--- config.mk ---
export PLATFORM = sky130hd
export DESIGN_NAME = signed_decimal_list_parser
export DESIGN_NICKNAME = d
export VERILOG_FILES = /design/src/sv/sdlp_pkg.sv /design/src/sv/signed_decimal_list_parser.sv /design/src/sv/sdlp_front.sv /design/src/sv/sdlp_queue.sv /design/src/sv/sdlp_back.sv
export SDC_FILE = /design/constraint.sdc
export NUM_CORES = 1
export LEC_CHECK = 0
export ABC_AREA = 1
export ABC_CLOCK_PERIOD_IN_PS = 4200
export CORE_ASPECT_RATIO = 1.75
export CORE_MARGIN = 1.5
export CORE_UTILIZATION = 60
export CTS_BUF_LIST = sky130_fd_sc_hd__clkbuf_4 sky130_fd_sc_hd__clkbuf_8
export DETAILED_ROUTE_END_ITERATION = 6
export DONT_BUFFER_PORTS = 1
export GPL_TIMING_DRIVEN = 1
export PLACE_DENSITY = 0.76
export REMOVE_ABC_BUFFERS = 1
export SYNTH_ARGS = -nofsm -noshare
export SYNTH_HDL_FRONTEND = slang
export SYNTH_SLANG_ARGS = --single-unit
export TNS_END_PERCENT = 30
--- constraint.sdc ---
create_clock -name clk_i -period 4.2 [get_ports clk_i]
set_input_delay 0.84 -clock clk_i [delete_from_list [all_inputs] [get_ports clk_i]]
set_output_delay 0.84 -clock clk_i [all_outputs]
set_load 0.05 [all_outputs]
--- src/sv/sdlp_pkg.sv ---
// Shared types and constants for the signed decimal list parser.
`timescale 1ns / 1ps
package sdlp_pkg;

  localparam int unsigned QueueDepth = 4;

  localparam logic [7:0] ChNul   = 8'h00;
  localparam logic [7:0] ChSpace = 8'h20;
  localparam logic [7:0] ChPlus  = 8'h2B;
  localparam logic [7:0] ChMinus = 8'h2D;
  localparam logic [7:0] ChZero  = 8'h30;
  localparam logic [7:0] ChNine  = 8'h39;

  localparam logic [31:0] LimitDiv10 = 32'd214748364;
  localparam logic [3:0]  LastDigitPos = 4'd7;
  localparam logic [3:0]  LastDigitNeg = 4'd8;

  typedef enum logic [2:0] {
    OP_NUL   = 3'd0,
    OP_SPACE = 3'd1,
    OP_PLUS  = 3'd2,
    OP_MINUS = 3'd3,
    OP_DIGIT = 3'd4,
    OP_BAD   = 3'd5
  } op_kind_e;

  typedef struct packed {
    op_kind_e   kind;
    logic [3:0] digit;
  } op_t;

endpackage

--- src/sv/signed_decimal_list_parser.sv ---
// Top level of the signed decimal list parser.
// The operation classified from a character word is held in the queue; the result
// word it causes is then held in the output register, which drives the output.
// Throughput: one character word per cycle while the queue is not full, set by the
// combinational multiply-by-ten and add in the back end; a four-entry queue
// decouples front and back.
// Reset (async, active low) empties the queue, clears token state and output valid.
`timescale 1ns / 1ps
module signed_decimal_list_parser import sdlp_pkg::*; #(
  parameter int unsigned QUEUE_DEPTH = QueueDepth
) (
  input  logic               clk_i,
  input  logic               rst_ni,
  input  logic [7:0]         ch_i,
  input  logic               in_valid_i,
  output logic               in_stall_o,
  output logic signed [31:0] value_o,
  output logic               has_value_o,
  output logic               overflow_o,
  output logic               bad_char_o,
  output logic               end_of_string_o,
  output logic               out_valid_o,
  input  logic               out_stall_i
);

  logic push;
  op_t  push_op;
  logic q_full;
  logic q_empty;
  logic pop;
  op_t  pop_op;

  sdlp_front u_front (
    .clk_i      (clk_i),
    .rst_ni     (rst_ni),
    .ch_i       (ch_i),
    .in_valid_i (in_valid_i),
    .in_stall_o (in_stall_o),
    .q_full_i   (q_full),
    .push_o     (push),
    .push_op_o  (push_op)
  );

  sdlp_queue #(
    .DEPTH (QUEUE_DEPTH)
  ) u_queue (
    .clk_i     (clk_i),
    .rst_ni    (rst_ni),
    .push_i    (push),
    .push_op_i (push_op),
    .full_o    (q_full),
    .pop_i     (pop),
    .empty_o   (q_empty),
    .pop_op_o  (pop_op)
  );

  sdlp_back u_back (
    .clk_i           (clk_i),
    .rst_ni          (rst_ni),
    .q_empty_i       (q_empty),
    .q_op_i          (pop_op),
    .pop_o           (pop),
    .value_o         (value_o),
    .has_value_o     (has_value_o),
    .overflow_o      (overflow_o),
    .bad_char_o      (bad_char_o),
    .end_of_string_o (end_of_string_o),
    .out_valid_o     (out_valid_o),
    .out_stall_i     (out_stall_i)
  );

endmodule

--- src/sv/sdlp_front.sv ---
// Front end: accepts character words and classifies them into operations.
`timescale 1ns / 1ps
module sdlp_front import sdlp_pkg::*; (
  input  logic       clk_i,
  input  logic       rst_ni,
  input  logic [7:0] ch_i,
  input  logic       in_valid_i,
  output logic       in_stall_o,
  input  logic       q_full_i,
  output logic       push_o,
  output op_t        push_op_o
);

  logic [7:0] digit_raw;

  assign in_stall_o = q_full_i;
  assign push_o     = in_valid_i & ~q_full_i;
  assign digit_raw  = ch_i - ChZero;

  always_comb begin
    push_op_o.digit = digit_raw[3:0];
    if (ch_i == ChNul) begin
      push_op_o.kind = OP_NUL;
    end else if (ch_i == ChSpace) begin
      push_op_o.kind = OP_SPACE;
    end else if (ch_i == ChPlus) begin
      push_op_o.kind = OP_PLUS;
    end else if (ch_i == ChMinus) begin
      push_op_o.kind = OP_MINUS;
    end else if (ch_i >= ChZero && ch_i <= ChNine) begin
      push_op_o.kind = OP_DIGIT;
    end else begin
      push_op_o.kind = OP_BAD;
    end
  end

  a_push_needs_space: assert property (@(posedge clk_i) disable iff (!rst_ni)
    push_o |-> !q_full_i)
    else $error("word pushed into a full queue");

endmodule

--- src/sv/sdlp_queue.sv ---
// Short queue of classified operations between front and back.
`timescale 1ns / 1ps
module sdlp_queue import sdlp_pkg::*; #(
  parameter int unsigned DEPTH = QueueDepth
) (
  input  logic clk_i,
  input  logic rst_ni,
  input  logic push_i,
  input  op_t  push_op_i,
  output logic full_o,
  input  logic pop_i,
  output logic empty_o,
  output op_t  pop_op_o
);

  localparam int unsigned PtrW = (DEPTH > 1) ? $clog2(DEPTH) : 1;
  localparam int unsigned CntW = $clog2(DEPTH + 1);
  localparam logic [PtrW-1:0] PtrLast = PtrW'(DEPTH - 1);
  localparam logic [CntW-1:0] CntFull = CntW'(DEPTH);

  op_t            mem_q [DEPTH];
  logic [PtrW-1:0] wr_ptr_q, wr_ptr_d;
  logic [PtrW-1:0] rd_ptr_q, rd_ptr_d;
  logic [CntW-1:0] count_q, count_d;
  logic            do_push, do_pop;

  assign full_o   = (count_q == CntFull);
  assign empty_o  = (count_q == '0);
  assign do_push  = push_i & ~full_o;
  assign do_pop   = pop_i & ~empty_o;
  assign pop_op_o = mem_q[rd_ptr_q];

  always_comb begin
    wr_ptr_d = wr_ptr_q;
    rd_ptr_d = rd_ptr_q;
    count_d  = count_q;
    if (do_push) begin
      wr_ptr_d = (wr_ptr_q == PtrLast) ? '0 : wr_ptr_q + 1'b1;
    end
    if (do_pop) begin
      rd_ptr_d = (rd_ptr_q == PtrLast) ? '0 : rd_ptr_q + 1'b1;
    end
    if (do_push && !do_pop) begin
      count_d = count_q + 1'b1;
    end else if (do_pop && !do_push) begin
      count_d = count_q - 1'b1;
    end
  end

  always_ff @(posedge clk_i) begin
    if (do_push) begin
      mem_q[wr_ptr_q] <= push_op_i;
    end
  end

  always_ff @(posedge clk_i or negedge rst_ni) begin
    if (!rst_ni) begin
      wr_ptr_q <= '0;
      rd_ptr_q <= '0;
      count_q  <= '0;
    end else begin
      wr_ptr_q <= wr_ptr_d;
      rd_ptr_q <= rd_ptr_d;
      count_q  <= count_d;
    end
  end

endmodule

--- src/sv/sdlp_back.sv ---
// Back end: token state, digit accumulation and the output register.
`timescale 1ns / 1ps
module sdlp_back import sdlp_pkg::*; (
  input  logic               clk_i,
  input  logic               rst_ni,
  input  logic               q_empty_i,
  input  op_t                q_op_i,
  output logic               pop_o,
  output logic signed [31:0] value_o,
  output logic               has_value_o,
  output logic               overflow_o,
  output logic               bad_char_o,
  output logic               end_of_string_o,
  output logic               out_valid_o,
  input  logic               out_stall_i
);

  logic [31:0] mag_q, mag_d;
  logic        neg_q, neg_d;
  logic        in_tok_q, in_tok_d;
  logic        err_q, err_d;

  logic               out_valid_q, out_valid_d;
  logic signed [31:0] value_q, value_d;
  logic               has_value_q, has_value_d;
  logic               overflow_q, overflow_d;
  logic               bad_char_q, bad_char_d;
  logic               eos_q, eos_d;

  logic        ready;
  logic        fire;
  logic        emit;
  logic [31:0] tok_value;
  logic [31:0] eff_mag;
  logic        eff_neg;
  logic [3:0]  last_digit;
  logic        too_big;
  logic [31:0] mag_next;

  assign ready = ~out_valid_q | ~out_stall_i;
  assign fire  = ready & ~q_empty_i;
  assign pop_o = fire;

  assign tok_value  = neg_q ? (32'd0 - mag_q) : mag_q;
  assign eff_mag    = in_tok_q ? mag_q : 32'd0;
  assign eff_neg    = in_tok_q & neg_q;
  assign last_digit = eff_neg ? LastDigitNeg : LastDigitPos;
  assign too_big    = (eff_mag > LimitDiv10) ||
                      ((eff_mag == LimitDiv10) && (q_op_i.digit > last_digit));
  assign mag_next   = {eff_mag[28:0], 3'b000} + {eff_mag[30:0], 1'b0} +
                      {28'd0, q_op_i.digit};

  always_comb begin
    mag_d       = mag_q;
    neg_d       = neg_q;
    in_tok_d    = in_tok_q;
    err_d       = err_q;
    emit        = 1'b0;
    value_d     = value_q;
    has_value_d = 1'b0;
    overflow_d  = 1'b0;
    bad_char_d  = 1'b0;
    eos_d       = 1'b0;
    if (fire) begin
      value_d = '0;
      if (q_op_i.kind == OP_NUL) begin
        emit        = 1'b1;
        eos_d       = 1'b1;
        has_value_d = in_tok_q & ~err_q;
        value_d     = (in_tok_q && !err_q) ? tok_value : 32'd0;
        mag_d       = '0;
        neg_d       = 1'b0;
        in_tok_d    = 1'b0;
        err_d       = 1'b0;
      end else if (!err_q) begin
        case (q_op_i.kind)
          OP_SPACE: begin
            emit        = in_tok_q;
            has_value_d = in_tok_q;
            value_d     = in_tok_q ? tok_value : 32'd0;
            mag_d       = '0;
            neg_d       = 1'b0;
            in_tok_d    = 1'b0;
          end
          OP_PLUS, OP_MINUS: begin
            emit        = in_tok_q;
            has_value_d = in_tok_q;
            value_d     = in_tok_q ? tok_value : 32'd0;
            mag_d       = '0;
            neg_d       = (q_op_i.kind == OP_MINUS);
            in_tok_d    = 1'b1;
          end
          OP_DIGIT: begin
            in_tok_d = 1'b1;
            neg_d    = eff_neg;
            if (too_big) begin
              emit       = 1'b1;
              overflow_d = 1'b1;
              err_d      = 1'b1;
              mag_d      = eff_mag;
            end else begin
              mag_d = mag_next;
            end
          end
          default: begin
            emit       = 1'b1;
            bad_char_d = 1'b1;
            err_d      = 1'b1;
          end
        endcase
      end
    end
    if (fire) begin
      out_valid_d = emit;
    end else begin
      out_valid_d = out_valid_q & out_stall_i;
    end
  end

  always_ff @(posedge clk_i or negedge rst_ni) begin
    if (!rst_ni) begin
      mag_q       <= '0;
      neg_q       <= 1'b0;
      in_tok_q    <= 1'b0;
      err_q       <= 1'b0;
      out_valid_q <= 1'b0;
    end else begin
      mag_q       <= mag_d;
      neg_q       <= neg_d;
      in_tok_q    <= in_tok_d;
      err_q       <= err_d;
      out_valid_q <= out_valid_d;
    end
  end

  // hold the result word while it waits downstream
  always_ff @(posedge clk_i) begin
    if (fire && emit) begin
      value_q     <= value_d;
      has_value_q <= has_value_d;
      overflow_q  <= overflow_d;
      bad_char_q  <= bad_char_d;
      eos_q       <= eos_d;
    end
  end

  assign out_valid_o     = out_valid_q;
  assign value_o         = value_q;
  assign has_value_o     = has_value_q;
  assign overflow_o      = overflow_q;
  assign bad_char_o      = bad_char_q;
  assign end_of_string_o = eos_q;

  a_flags_exclusive: assert property (@(posedge clk_i) disable iff (!rst_ni)
    out_valid_q |-> $onehot0({has_value_q & ~eos_q, overflow_q, bad_char_q}) &&
                    $onehot0({overflow_q, bad_char_q, eos_q}))
    else $error("result word carries conflicting flags");

  a_value_zero: assert property (@(posedge clk_i) disable iff (!rst_ni)
    (out_valid_q && !has_value_q) |-> (value_q == 32'd0))
    else $error("value not zero on a word without a token");

  a_nul_clears: assert property (@(posedge clk_i) disable iff (!rst_ni)
    (fire && q_op_i.kind == OP_NUL) |=> (!in_tok_q && !err_q && mag_q == 32'd0))
    else $error("state not cleared after end of string");

  a_err_sticky: assert property (@(posedge clk_i) disable iff (!rst_ni)
    (err_q && !(fire && q_op_i.kind == OP_NUL)) |=> err_q)
    else $error("error flag dropped before end of string");

  a_stall_holds: assert property (@(posedge clk_i) disable iff (!rst_ni)
    (out_valid_q && out_stall_i) |=> (out_valid_q && $stable(value_q)))
    else $error("stalled result word changed");

endmodule
==> After elaboration in Yosys (flattened, before gate mapping) <==
Memory sizes are Yosys's and may differ from the RTL's.
Index checks and enable logic that the tools add are counted.
{ "word_totals": {"reg_bits": 79, "ram_bits": 28, "in_bits": 12, "out_inout_bits": 38, "elab_cells": 123, "n_memories": 1} }
{ "classes": {"add_sub_neg": 8, "order_cmp": 4, "n_eq_ne": 12, "mux": 43, "n_bitwise": 15, "n_reduce_logical": 27} }
{ "mem_list": {"columns": ["memory", "words", "word_bits", "rd", "rd_clocked_by_memory_dff", "wr", "line_no", "rtl"], "rows": [
  ["u_queue.mem_q", 4, 7, 1, 0, 1, "sdlp_queue.sv:21", "op_t mem_q [DEPTH];"]
]} }
{ "op_table": {"columns": ["operator", "n"], "rows": [
  ["32-bit two-way mux", 10],
  ["32-bit one-hot mux with 2 select lines", 1],
  ["32-bit adder", 1],
  ["32-bit by 4-bit adder with 32-bit output", 1],
  ["32-bit by 28-bit equality test with 1-bit output, second input constant", 1],
  ["32-bit by 28-bit greater-than comparator with 1-bit output, second input constant", 1],
  ["1-bit by 32-bit subtractor with 32-bit output, first input constant", 1],
  ["8-bit by 6-bit equality test with 1-bit output, second input constant", 3],
  ["1-bit two-way mux", 19],
  ["3-bit two-way mux", 6],
  ["3-bit AND reduction", 3],
  ["3-bit OR reduction", 3],
  ["8-bit by 6-bit >= comparator with 1-bit output, second input constant", 1],
  ["8-bit by 6-bit less-or-equal comparator with 1-bit output, second input constant", 1],
  ["8-bit logical NOT", 1],
  ["4-bit OR reduction", 2],
  ["1-bit AND", 7],
  ["1-bit inverter", 7],
  ["3-bit by 2-bit equality test with 1-bit output, second input constant", 2],
  ["3-bit equality test, second input constant", 2],
  ["1-bit logical AND", 6],
  ["3-bit logical NOT", 2],
  ["1-bit one-hot mux with 2 select lines", 3],
  ["3-bit nonzero test", 2],
  ["18 further kinds", 23]
]} }

==> Logic depth before layout (Yosys ltp) <==
Gate-level depths: netlist (run 1).
{ "depth": {"depth_word": 12, "depth_mapped": 20, "depth_no_buf": 18} }

==> Hierarchy <==
Synthesis (run 1) repeated with hierarchy kept, for this count alone.
{ "hier_totals": {"hier_cells": 1352, "hier_area_um2": 9007.4} }
{ "modules_own_cells": {"columns": ["module", "n_inst", "cells_per_inst", "area_each_um2", "seq_area_each_um2"], "rows": [
  ["sdlp_back", 1, 1167, 7210.7, 1981.9],
  ["sdlp_queue", 1, 142, 1592.8, 1016.0],
  ["sdlp_front", 1, 43, 203.9, 0.0]
]} }

==> Worst setup path before layout (run 1) <==
No wires, ideal clock.
{ "synth_path": {"path_kind": "register to register", "start": "register u_queue.rd_ptr_q[0]", "end": "register u_back.bad_char_q (netlist: u_back.bad_char_o) (enable)", "setup_time_ps": 391, "arrival_time_ps": 2694, "required_ps": 3809, "setup_slack_ps": 1115, "stages_incl_launch_ff": 15, "path_buffers": 3, "period_less_slack_ps": 3085, "path_cell_list": "dfrtp_1 -> buf_4 -> buf_4 -> o21ai_0 -> o22ai_1 -> ha_1 -> nand2_1 -> o21ai_0 -> nand2_1 -> nand3_4 -> nand2_4 -> buf_6 -> nand2_2 -> nand2_1 -> inv_1"} }
{ "synth_via": {"elab_chain_len": 10, "elab_cells_between_ends": 16, "classes_between": "order compare (1); eq/ne (4); mux (5); reduce/logical (5); memory (1)"} }
{ "synth_lines": {"columns": ["element", "line_no", "rtl"], "rows": [
  ["from (decl)", "sdlp_queue.sv:23", "logic [PtrW-1:0] rd_ptr_q, rd_ptr_d;"],
  ["from (signal assigned)", "sdlp_queue.sv:63", "rd_ptr_q <= rd_ptr_d;"],
  ["memory read 4 x 7 bit (*)", null, null],
  ["4-bit greater-than comparator", "sdlp_back.sv:49", "((eff_mag == LimitDiv10) && (q_op_i.digit > last_digit));"],
  ["1-bit logical AND", "sdlp_back.sv:49", null],
  ["1-bit logical OR", "sdlp_back.sv:48", "assign too_big = (eff_mag > LimitDiv10) ||"],
  ["1-bit two-way mux", "sdlp_back.sv:96", "if (too_big) begin"],
  ["1-bit one-hot mux with 2 select lines", "sdlp_back.sv:76", "case (q_op_i.kind)"],
  ["1-bit two-way mux", "sdlp_back.sv:75", "end else if (!err_q) begin"],
  ["1-bit two-way mux (*)", "sdlp_back.sv:66", "if (q_op_i.kind == OP_NUL) begin"],
  ["1-bit two-way mux (*)", "sdlp_back.sv:64", "if (fire) begin"],
  ["1-bit logical AND (*)", "sdlp_back.sv:138", "if (fire && emit) begin"],
  ["to (signal assigned)", "sdlp_back.sv:142", "bad_char_q <= bad_char_d;"],
  ["to (decl)", "sdlp_back.sv:27", "logic bad_char_q, bad_char_d;"]
]} }
Every way passes the cells marked *; elsewhere a longest branch is shown, timed or not.
A chain may end at the register's enable or synchronous reset.

==> Worst setup path after layout (run 1) <==
{ "layout_path": {"start": "register u_queue.rd_ptr_q[0]", "end": "register u_back.mag_q[24]"} }
{ "layout_via": {"elab_chain_len": 8, "elab_cells_between_ends": 18, "classes_between": "add/sub (1); order compare (1); eq/ne (5); mux (4); reduce/logical (6); memory (1)"} }
{ "layout_lines": {"columns": ["element", "line_no", "rtl"], "rows": [
  ["memory read 4 x 7 bit (*)", null, null],
  ["branches (longest 7 deep; another with 32-bit by 4-bit adder with 32-bit output)", null, null],
  ["to (signal assigned)", "sdlp_back.sv:128", "mag_q <= mag_d;"],
  ["to (decl)", "sdlp_back.sv:18", "logic [31:0] mag_q, mag_d;"]
]} }
Mark *: on every way between the ends. The select of a mux whose other input is x is not followed.

==> impl_metrics.csv, run 1 <==
group,metric,value,unit
clock_network,cts-hold-fix-buffers,0,
final_layout,final_cell_mix,"nand2_1, inv_1, nor2_1",
final_layout,final_area,0.00909,sq mm
clock_network,post_cts_buffers,0,
timing,relSlewSlack,0.400,
yosys,synth-seq-area-share,0.340,
power_and_ir_drop,p_leak,4.95,nW
status,outcome,"finished clean",
drt,final_antenna_net_count,0,
clock_network,ctsLongestPathBuffers,2,
placed_design,postPlaceCellArea,0.00889,sq mm
power_and_ir_drop,seqPwrFrac,0.464,
final_layout,area_growth,3.27,%
yosys,synth-seq-cells,107,
grt,grt_pass1_vias,7751,
yosys,yosys.area.top_type,"edfxtp_1",
final_layout,final_net_count,1367,
clock_network,insertion_delay,390,ps
clock_network,cts-root-buf,"clkbuf_8",
worst_setup_path,cp_top_family,"adder cells",
grt,grt_usage,0.311,
clock_network,htree_num_levels,3,
placed_design,place.gp.congestion,0.960,
power_and_ir_drop,combPwrFrac,0.383,
flow_run,max-cap-violations,0,
clock_network,post_cts_resized,0,
grt,grt_overflow_total,0,
worst_setup_path,critPathBufInv,3,
worst_setup_path,path_max_fanout,18,
clock_network,cts_sinks,107,
worst_setup_path,cp_slowest_cell,"dfrtp_1",
power_and_ir_drop,power_density,476,mW/mm^2
worst_setup_path,setup.worst_path.end_class,"flop",
power_and_ir_drop,p_switching,2.17,mW
floorplan,die-area,0.0154,sq mm
floorplan,die_w,94.6,um
final_layout,diodes,0,
drt,viasPerCell,5.50,
drt,vias,8071,
placed_design,io_buffers,0,
drt,drt_iter0_markers,474,
timing,slew_violations,0,
worst_setup_path,cp_common_cell,"nand2_1",
timing,finalCritPeriodShare,0.810,
timing,setup_slack,797,ps
drt,wire_per_inst,15.5,um
drt,drcViolationCount,0,
floorplan,io_pins,50,
floorplan,start_util,0.613,
clock_network,cts_buffers,9,
timing,fmax,0.294,GHz
drt,drt_wl_total,22700,um
placed_design,pre_cts_ws,871,ps
yosys,synth.top_cell.area_share,0.218,
min_path,hold_class,"in -> async",
grt,grt_max_degree,44,
worst_setup_path,arrival,3740,ps
floorplan,rows,58,
yosys,synth.cell_area,0.00881,sq mm
timing,finalHoldViolCount,0,
yosys,yosys.cell_types.count,44,
worst_setup_path,path_cells,"inv_2 -> o21ai_0 -> o22ai_1 -> fa_1 -> inv_1 -> fa_1 -> inv_1 -> nand3_1 -> nand2_1 -> nand2_1 -> nand2_1 -> nand2_1 -> nand3_1 -> nand2_1 -> nand3_1 -> nand3_1 -> nand2_1",
power_and_ir_drop,pwr-share-clk,0.153,
drt,dr.pass1.iters,6,
timing,rsz0062_at_grt,"false",
power_and_ir_drop,ir_drop,0.394,mV
timing,setup_viol,0,
clock_network,cts_tree,"yes",
worst_setup_path,worstSetupPathType,"reg -> reg",
floorplan,fp.dieH,163,um
floorplan,coreArea,0.0144,sq mm
grt,antenna_found_initial,0,
yosys,synth_cells,1297,
timing,finalSetupTns,0,ps
yosys,syn_avg_cell_area,6.79,sq um
worst_setup_path,cp-start-kind,"flop",
timing,worst_hold_slack,131,ps
power_and_ir_drop,switching_share,0.501,
timing,finalClockSkew,18.3,ps
timing,tightest_slew,895,ps
worst_setup_path,cp.required,4530,ps
worst_setup_path,max_stage_delay,670,ps
yosys,ys_top_cells_by_area,"edfxtp_1, nand2_1, dfrtp_1",
power_and_ir_drop,intPower,2.16,mW
final_layout,final_common_cell,"nand2_1",
placed_design,place_hpwl,18200,um
clock_network,path_clk_slew,120,ps
final_layout,drive_gt1_frac,0.0334,
grt,grt_pass1_wl,37000,um
timing,final.min_clock_period,3400,ps
yosys,yosysWarningCount,0,
==> worst register-to-register path, stage by stage, from the launching register on <==
cell and delay [ps]:
dfrtp_1 670, inv_2 210, o21ai_0 200, o22ai_1 140, fa_1 550, inv_1 70
fa_1 460, inv_1 110, nand3_1 70, nand2_1 200, nand2_1 80, nand2_1 120
nand2_1 110, nand3_1 100, nand2_1 50, nand3_1 70, nand3_1 70, nand2_1 100
==> layout make-up <==
class / count / area, sq um
clock buffers: 9 / 124
clock inverters: 7 / 80.1
fillers: 1368 / 5280
inverters: 212 / 796
multi-input cells: 948 / 4830
flip-flops and latches: 107 / 3000
well taps: 180 / 225
repair buffers: 5 / 37.5
==> flip-flops by register name, indices dropped and copies added (netlist names) <==
register and flops:
u_back.err_q 1, u_back.value_o 32, u_back.overflow_o 1, u_back.mag_q 32
u_queue.rd_ptr_q 2, u_queue.wr_ptr_q 2, u_queue.mem_q 28, u_queue.count_q 3
u_back.bad_char_o 1, u_back.has_value_o 1, u_back.neg_q 1, u_back.end_of_string_o 1
u_back.in_tok_q 1, u_back.out_valid_o 1
==> metal layers <==
metal | routed length (um) | vias up | track usage | share of wire
met5 | 0 | - | 0 | 0
met4 | 1410 | 0 | 0.171 | 0.062
met3 | 809 | 75 | 0.0368 | 0.036
met2 | 12000 | 250 | 0.572 | 0.53
met1 | 8510 | 3672 | 0.337 | 0.38
li1 | - | 4074 | - | -
==> power groups by stage <==
stage / combinational, mW / sequential (mW) / clock, mW
4_1_cts: 1.65 / 2.01 / 0.666
6_report: 1.66 / 2.01 / 0.661
5_1_grt: 1.88 / 2.04 / 0.700
3_5_place_dp: 1.65 / 2.03 / 0
3_3_place_gp: 1.62 / 2.03 / 0
2_1_floorplan: 1.16 / 2.04 / 0
==> cells by family after synthesis <==
kind of cell | Yosys count | synth area share
adder cells (fa/ha/maj) | 72 | 0.105
buffers and inverters | 242 | 0.111
flip-flops | 107 | 0.340
AO/OA/AOI/OAI | 101 | 0.0624
multiplexers | 1 | 0.00128
AND/OR/NAND/NOR | 748 | 0.354
XOR/XNOR | 26 | 0.0259
==> cells in the mapped netlist, drive strengths merged <==
library cell and instances:
nand2 436, inv 212, nor2 142, nand3 121, ha 69, edfxtp 64
a21oi 46, dfrtp 43, o21ai 43, buf 24, nor3 23, nand4 15
xnor2 13, xor2 13, and2 6, clkbuf 6, fa 3, o22ai 3
a211oi 2, nor4 2, o21a 2, a311oi 1, a32o 1, mux2 1
nand3b 1, o21bai 1, o22a 1, o31ai 1, or2 1, or3 1
==> metrics by stage <==
stage          cells  power, mW   util
4_1_cts         1468       4.33  0.633
5_1_grt         1468       4.62  0.633
3_5_place_dp    1452       3.68  0.619
3_3_place_gp    1452       3.65  0.619
6_report        1468       4.33  0.633
2_1_floorplan   1267       3.20      -
==> final timing paths <==
kind,startpoint,end,slack [ps],cells past startpoint
max in group asynchronous,rst_ni,u_queue.rd_ptr_q[0],3930,0
min,rst_ni,u_back.mag_q[29],130,0
max reg2reg,u_queue.rd_ptr_q[0],u_back.mag_q[24],800,17
max,u_queue.rd_ptr_q[0],u_back.mag_q[24],800,17
min reg2reg,u_back.err_q,u_back.err_q,550,2
min in group clk_i,ch_i[1],u_queue.mem_q[0][1],540,0
Note: power is estimated with default switching activity, not from simulation.
==> inputs of run 2 (changes only) <==
--- a/config.mk
+++ b/config.mk
@@ -6,7 +6,7 @@
 export NUM_CORES = 1
 export LEC_CHECK = 0
 export ABC_AREA = 1
-export ABC_CLOCK_PERIOD_IN_PS = 4200
+export ABC_CLOCK_PERIOD_IN_PS = 3300
 export CORE_ASPECT_RATIO = 1.75
 export CORE_MARGIN = 1.5
 export CORE_UTILIZATION = 60
==> constraint.sdc (replaced) <==
create_clock -name clk_i -period 3.3 [get_ports clk_i]
set_input_delay 0.66 -clock clk_i [delete_from_list [all_inputs] [get_ports clk_i]]
set_output_delay 0.66 -clock clk_i [all_outputs]
set_load 0.05 [all_outputs]
==> run 2 against run 1 <==
Worst setup slack worse by 580 ps. Die area unchanged. Maximum frequency up 10%. Clock power up 16%. Power up 28%. Final cell count up 0.68%. Utilization up 0.67 points. Global-route usage up 0.91 points. First-iteration DRC count up 1.7%. Sequential share of layout area down 0.32 points.
==> impl_metrics.csv, run 2 (synthesis results as in run 1) <==
group,metric,value,unit
timing,finalSetupTns,0,ps
timing,slew_violations,0,
clock_network,ctsLongestPathBuffers,2,
grt,grt_max_degree,44,
power_and_ir_drop,ir_drop,0.601,mV
floorplan,die_w,94.6,um
floorplan,fp.dieH,163,um
timing,setup_viol,0,
timing,finalClockSkew,24.6,ps
clock_network,cts-root-buf,"clkbuf_8",
final_layout,final_net_count,1377,
final_layout,drive_gt1_frac,0.0447,
power_and_ir_drop,finalPower,5.54,mW
grt,grt_pass1_vias,8092,
worst_setup_path,path_max_fanout,32,
placed_design,postPlaceCellArea,0.00895,sq mm
timing,tightest_slew,758,ps
final_layout,diodes,0,
placed_design,io_buffers,0,
drt,drcViolationCount,0,
flow_run,max-cap-violations,0,
status,outcome,"finished clean",
timing,finalHoldViolCount,0,
grt,grt_pass1_wl,38200,um
timing,fmax,0.324,GHz
clock_network,path_clk_slew,110,ps
drt,drt_wl_total,23500,um
drt,vias,8218,
floorplan,rows,58,
worst_setup_path,path_cells,"buf_12 -> nand2_1 -> inv_1 -> ha_1 -> ha_1 -> nand2_1 -> nor2_1 -> inv_1 -> nor2_1 -> nand3_1 -> nand4_1 -> nand3_1 -> nand2_1 -> nand2_1",
timing,relSlewSlack,0.494,
grt,antenna_found_initial,0,
worst_setup_path,arrival,3380,ps
floorplan,io_pins,50,
final_layout,area_growth,4.36,%
worst_setup_path,cp.required,3590,ps
grt,grt_overflow_total,0,
clock_network,cts_buffers,9,
worst_setup_path,critPathBufInv,3,
timing,finalCritPeriodShare,0.935,
final_layout,nFillCells,1357,
clock_network,insertion_delay,390,ps
clock_network,cts_sinks,107,
timing,worst_hold_slack,104,ps
placed_design,place_hpwl,18800,um
power_and_ir_drop,power_density,603,mW/mm^2
final_layout,final_cell_mix,"nand2_1, inv_1, nor2_1",
floorplan,die-area,0.0154,sq mm
placed_design,place.gp.congestion,1.01,
floorplan,coreArea,0.0144,sq mm
min_path,hold_class,"in -> async",
final_layout,regArea,0.00300,sq mm
drt,dr.pass1.iters,5,
worst_setup_path,cp_slowest_cell,"dfrtp_2",
grt,grt_usage,0.320,
drt,wire_per_inst,15.9,um
power_and_ir_drop,p_leak,5.00,nW
worst_setup_path,max_stage_delay,500,ps
clock_network,htree_num_levels,3,
drt,final_antenna_net_count,0,
worst_setup_path,cp_common_cell,"nand2_1",
clock_network,cts_tree,"yes",
worst_setup_path,cp-start-kind,"flop",
floorplan,start_util,0.613,
drt,viasPerCell,5.56,
final_layout,final_common_cell,"nand2_1",
timing,final.min_clock_period,3090,ps
worst_setup_path,cp_top_family,"simple AND/OR/NAND/NOR gates",
final_layout,final_area,0.00919,sq mm
final_layout,multi_input_area,0.00485,sq mm
drt,drt_iter0_markers,482,
timing,rsz0062_at_grt,"false",
worst_setup_path,setup.worst_path.end_class,"flop",
worst_setup_path,worstSetupPathType,"reg -> reg",
run 2: changes by cell type in the layout (fill, tap and decap cells not counted), sizes merged:
| cell | before | now |
|---|---|---|
| inv | 216 | 213 |
| clkinvlp | 1 | 2 |
| buf | 5 | 14 |
| clkinv | 2 | 4 |
| clkbuf | 9 | 10 |
run 2: power by group:
part	internal (mW)	total [mW]	switching [mW]
clock	0.279	0.764	0.485
combinational	0.684	2.21	1.53
sequential	1.82	2.56	0.746
total	2.78	5.54	2.76
run 2: worst paths after layout:
| path | endpoint | depth (start not counted) | slack, ps | start |
|---|---|---|---|---|
| setup reg to reg | u_back.mag_q[23] | 14 | 210 | u_back.in_tok_q |
| setup / recovery | u_back.mag_q[23] | 14 | 210 | u_back.in_tok_q |
| hold / removal | u_queue.rd_ptr_q[0] | 1 | 100 | rst_ni |
| max in group asynchronous | u_back.in_tok_q | 1 | 2960 | rst_ni |
| min in group clk_i | u_queue.mem_q[1][0] | 0 | 360 | ch_i[0] |
| hold reg to reg | u_back.err_q | 2 | 560 | u_back.err_q |
run 2: area by class of cell:
type | instances | share of cell area
flip-flops and latches | 107 | 0.326
inverters | 212 | 0.0866
multi-input cells | 948 | 0.528
clock inverters | 7 | 0.00572
repair buffers | 15 | 0.0155
well taps | 180 | 0.0245
clock buffers | 9 | 0.0135
run 2: layer usage:
layer	vias to the layer above	routed length, um	track usage
met2	251	12400	0.588
li1	4107	-	-
met5	-	0	0
met4	0	1660	0.220
met1	3768	8810	0.328
met3	92	709	0.0372
run 2: through the flow:
| stage | cells | utilization | worst slack [ps] |
|---|---|---|---|
| detailed placement | 1459 | 0.623 | 139 |
| global placement | 1459 | 0.623 | 230 |
| floorplan | 1267 | - | -132 |
| CTS | 1476 | 0.637 | 141 |
| finish | 1478 | 0.640 | 214 |
| global route | 1478 | 0.640 | 29.2 |
run 2: what timing repair did:
action                                  CTS  global route
buffers inserted                          0             2
endpoints found under the setup margin    0            17
hold buffers                              1             0
endpoints found under the hold margin    43             0
resized for setup                         0             6
==> inputs of run 3 (changes only) <==
--- a/config.mk
+++ b/config.mk
@@ -6,7 +6,6 @@
 export NUM_CORES = 1
 export LEC_CHECK = 0
 export ABC_AREA = 1
-export ABC_CLOCK_PERIOD_IN_PS = 3300
 export CORE_ASPECT_RATIO = 1.75
 export CORE_MARGIN = 1.5
 export CORE_UTILIZATION = 60
@@ -15,7 +14,6 @@
 export DONT_BUFFER_PORTS = 1
 export GPL_TIMING_DRIVEN = 1
 export PLACE_DENSITY = 0.76
-export REMOVE_ABC_BUFFERS = 1
 export SYNTH_ARGS = -nofsm -noshare
 export SYNTH_HDL_FRONTEND = slang
 export SYNTH_SLANG_ARGS = --single-unit
==> run 3 against run 2 <==
Power increased by 0.29%. Sequential power about the same. Worst setup slack improved by 59 ps. Clock-buffer cell count increased by 1. Clock power increased by 5.2%. Routed wire length decreased by 7.1%. Largest power group unchanged.
==> impl_metrics.csv, run 3 (synthesis results as in run 1) <==
group,metric,value,unit
final_layout,drive_gt1_frac,0.0432,
final_layout,area_growth,4.48,%
drt,wire_per_inst,14.8,um
grt,grt_usage,0.292,
floorplan,start_util,0.613,
clock_network,path_clk_slew,120,ps
worst_setup_path,setup.worst_path.end_class,"flop",
clock_network,cts-root-buf,"clkbuf_8",
worst_setup_path,path_max_fanout,14,
power_and_ir_drop,switching_share,0.492,
worst_setup_path,cp-start-kind,"flop",
worst_setup_path,cp.required,3620,ps
final_layout,diodes,0,
timing,finalClockSkew,22.4,ps
clock_network,htree_num_levels,3,
drt,drcViolationCount,0,
power_and_ir_drop,combPwrFrac,0.396,
yosys,mappedNetlistNets,1381,
timing,fmax,0.330,GHz
worst_setup_path,worstSetupPathType,"reg -> reg",
worst_setup_path,arrival,3340,ps
grt,grt_overflow_total,0,
power_and_ir_drop,intPower,2.82,mW
floorplan,die-area,0.0154,sq mm
drt,dr.pass1.iters,5,
grt,grt_pass1_vias,7661,
timing,final.min_clock_period,3030,ps
timing,finalHoldViolCount,0,
worst_setup_path,r2r-start,"u_queue.rd_ptr_q[0]",
worst_setup_path,cp-startpoint,"u_queue.rd_ptr_q[0]",
timing,finalSetupTns,0,ps
grt,grt_max_degree,44,
floorplan,fp.dieH,163,um
power_and_ir_drop,p_switching,2.73,mW
drt,drt_wl_total,21900,um
clock_network,cts_tree,"yes",
timing,rsz0062_at_grt,"false",
final_layout,final_cell_mix,"nand2_1, inv_1, nor2_1",
final_layout,final_common_cell,"nand2_1",
placed_design,place.gp.congestion,0.965,
flow_run,max-cap-violations,0,
timing,relSlewSlack,0.500,
drt,final_antenna_net_count,0,
status,outcome,"finished clean",
timing,slew_violations,0,
clock_network,insertion_delay,390,ps
floorplan,die_w,94.6,um
floorplan,coreArea,0.0144,sq mm
power_and_ir_drop,ir_drop,0.414,mV
drt,drt_iter0_markers,434,
power_and_ir_drop,power_density,604,mW/mm^2
placed_design,io_buffers,0,
grt,grt_pass1_wl,35000,um
power_and_ir_drop,pwr-share-clk,0.145,
power_and_ir_drop,seqPwrFrac,0.459,
clock_network,ctsLongestPathBuffers,2,
placed_design,place_hpwl,17500,um
grt,antenna_found_initial,0,
clock_network,cts_buffers,9,
drt,vias,8157,
final_layout,final_net_count,1375,
timing,finalCritPeriodShare,0.917,
clock_network,cts_sinks,107,
final_layout,nFillCells,1326,
floorplan,rows,58,
floorplan,io_pins,50,
timing,setup_slack,274,ps
timing,setup_viol,0,
min_path,hold_class,"in -> async",
power_and_ir_drop,p_leak,5.00,nW
drt,viasPerCell,5.53,
placed_design,pre_cts_ws,210,ps
timing,tightest_slew,748,ps
-- run 3: repair_timing --
item | in CTS | in global routing
gates resized for setup | 0 | 5
setup buffers | 0 | 1
setup endpoints to repair | 0 | 13
hold buffers | 1 | 0
hold endpoints to repair | 43 | 0
-- run 3: cell type report --
cell class,count,area [sq um],area share
multi-input combinational,948,4850,0.527
sequential,107,3000,0.326
inverter,212,796,0.0865
tap,180,225,0.0245
timing repair buffer,13,143,0.0155
clock buffer,10,131,0.0143
clock inverter,6,56.3,0.00612
-- run 3: power by group through the flow --
stage / combinational [mW] / sequential [mW] / clock (mW)
3_5_place_dp: 2.13 / 2.58 / 0
5_1_grt: 2.45 / 2.60 / 0.861
3_3_place_gp: 2.09 / 2.58 / 0
4_1_cts: 2.15 / 2.55 / 0.807
2_1_floorplan: 1.65 / 2.51 / 0
6_report: 2.20 / 2.55 / 0.804
-- run 3: worst paths after layout --
kind	endpoint	slack (ps)	depth (start not counted)
setup / recovery	u_back.mag_q[18]	270	17
hold / removal	u_back.mag_q[8]	110	1
setup reg to reg	u_back.mag_q[18]	270	17
hold reg to reg	u_back.mag_q[1]	550	2
max in group asynchronous	u_queue.rd_ptr_q[0]	2970	1
min in group clk_i	u_queue.mem_q[2][2]	360	0
-- run 3: per-stage QoR --
| stage | power (mW) | instance area [sq um] | utilization | hold slack, ps | std cells |
|---|---|---|---|---|---|
| after global placement | 4.66 | 8960 | 0.624 | 366 | 1458 |
| final | 5.56 | 9200 | 0.640 | 106 | 1476 |
| after detailed placement | 4.71 | 8960 | 0.624 | 366 | 1458 |
| after CTS | 5.51 | 9180 | 0.639 | 96.7 | 1475 |
| after global routing | 5.91 | 9200 | 0.640 | 101 | 1476 |
| after floorplan | 4.17 | 8810 | - | 364 | 1297 |
-- run 3: metal layers --
metal | global-route usage | vias to the layer above | share of wire
met5 | 0 | - | 0
met4 | 0.153 | 0 | 0.049
met3 | 0.0317 | 62 | 0.038
met2 | 0.537 | 268 | 0.52
met1 | 0.320 | 3729 | 0.39
li1 | - | 4098 | -
-- run 3: critical path, stage by stage, from the launching register on --
cell	delay [ps]
dfrtp_2	460
inv_2	120
o21ai_0	220
o22ai_2	120
fa_1	510
inv_1	70
fa_1	460
inv_1	110
nand3_1	90
nand2_2	150
nand2_1	70
nand2_1	120
nand2_1	80
nand2_1	70
nand2_1	60
nand3_1	80
nand3_1	80
nand2_1	90
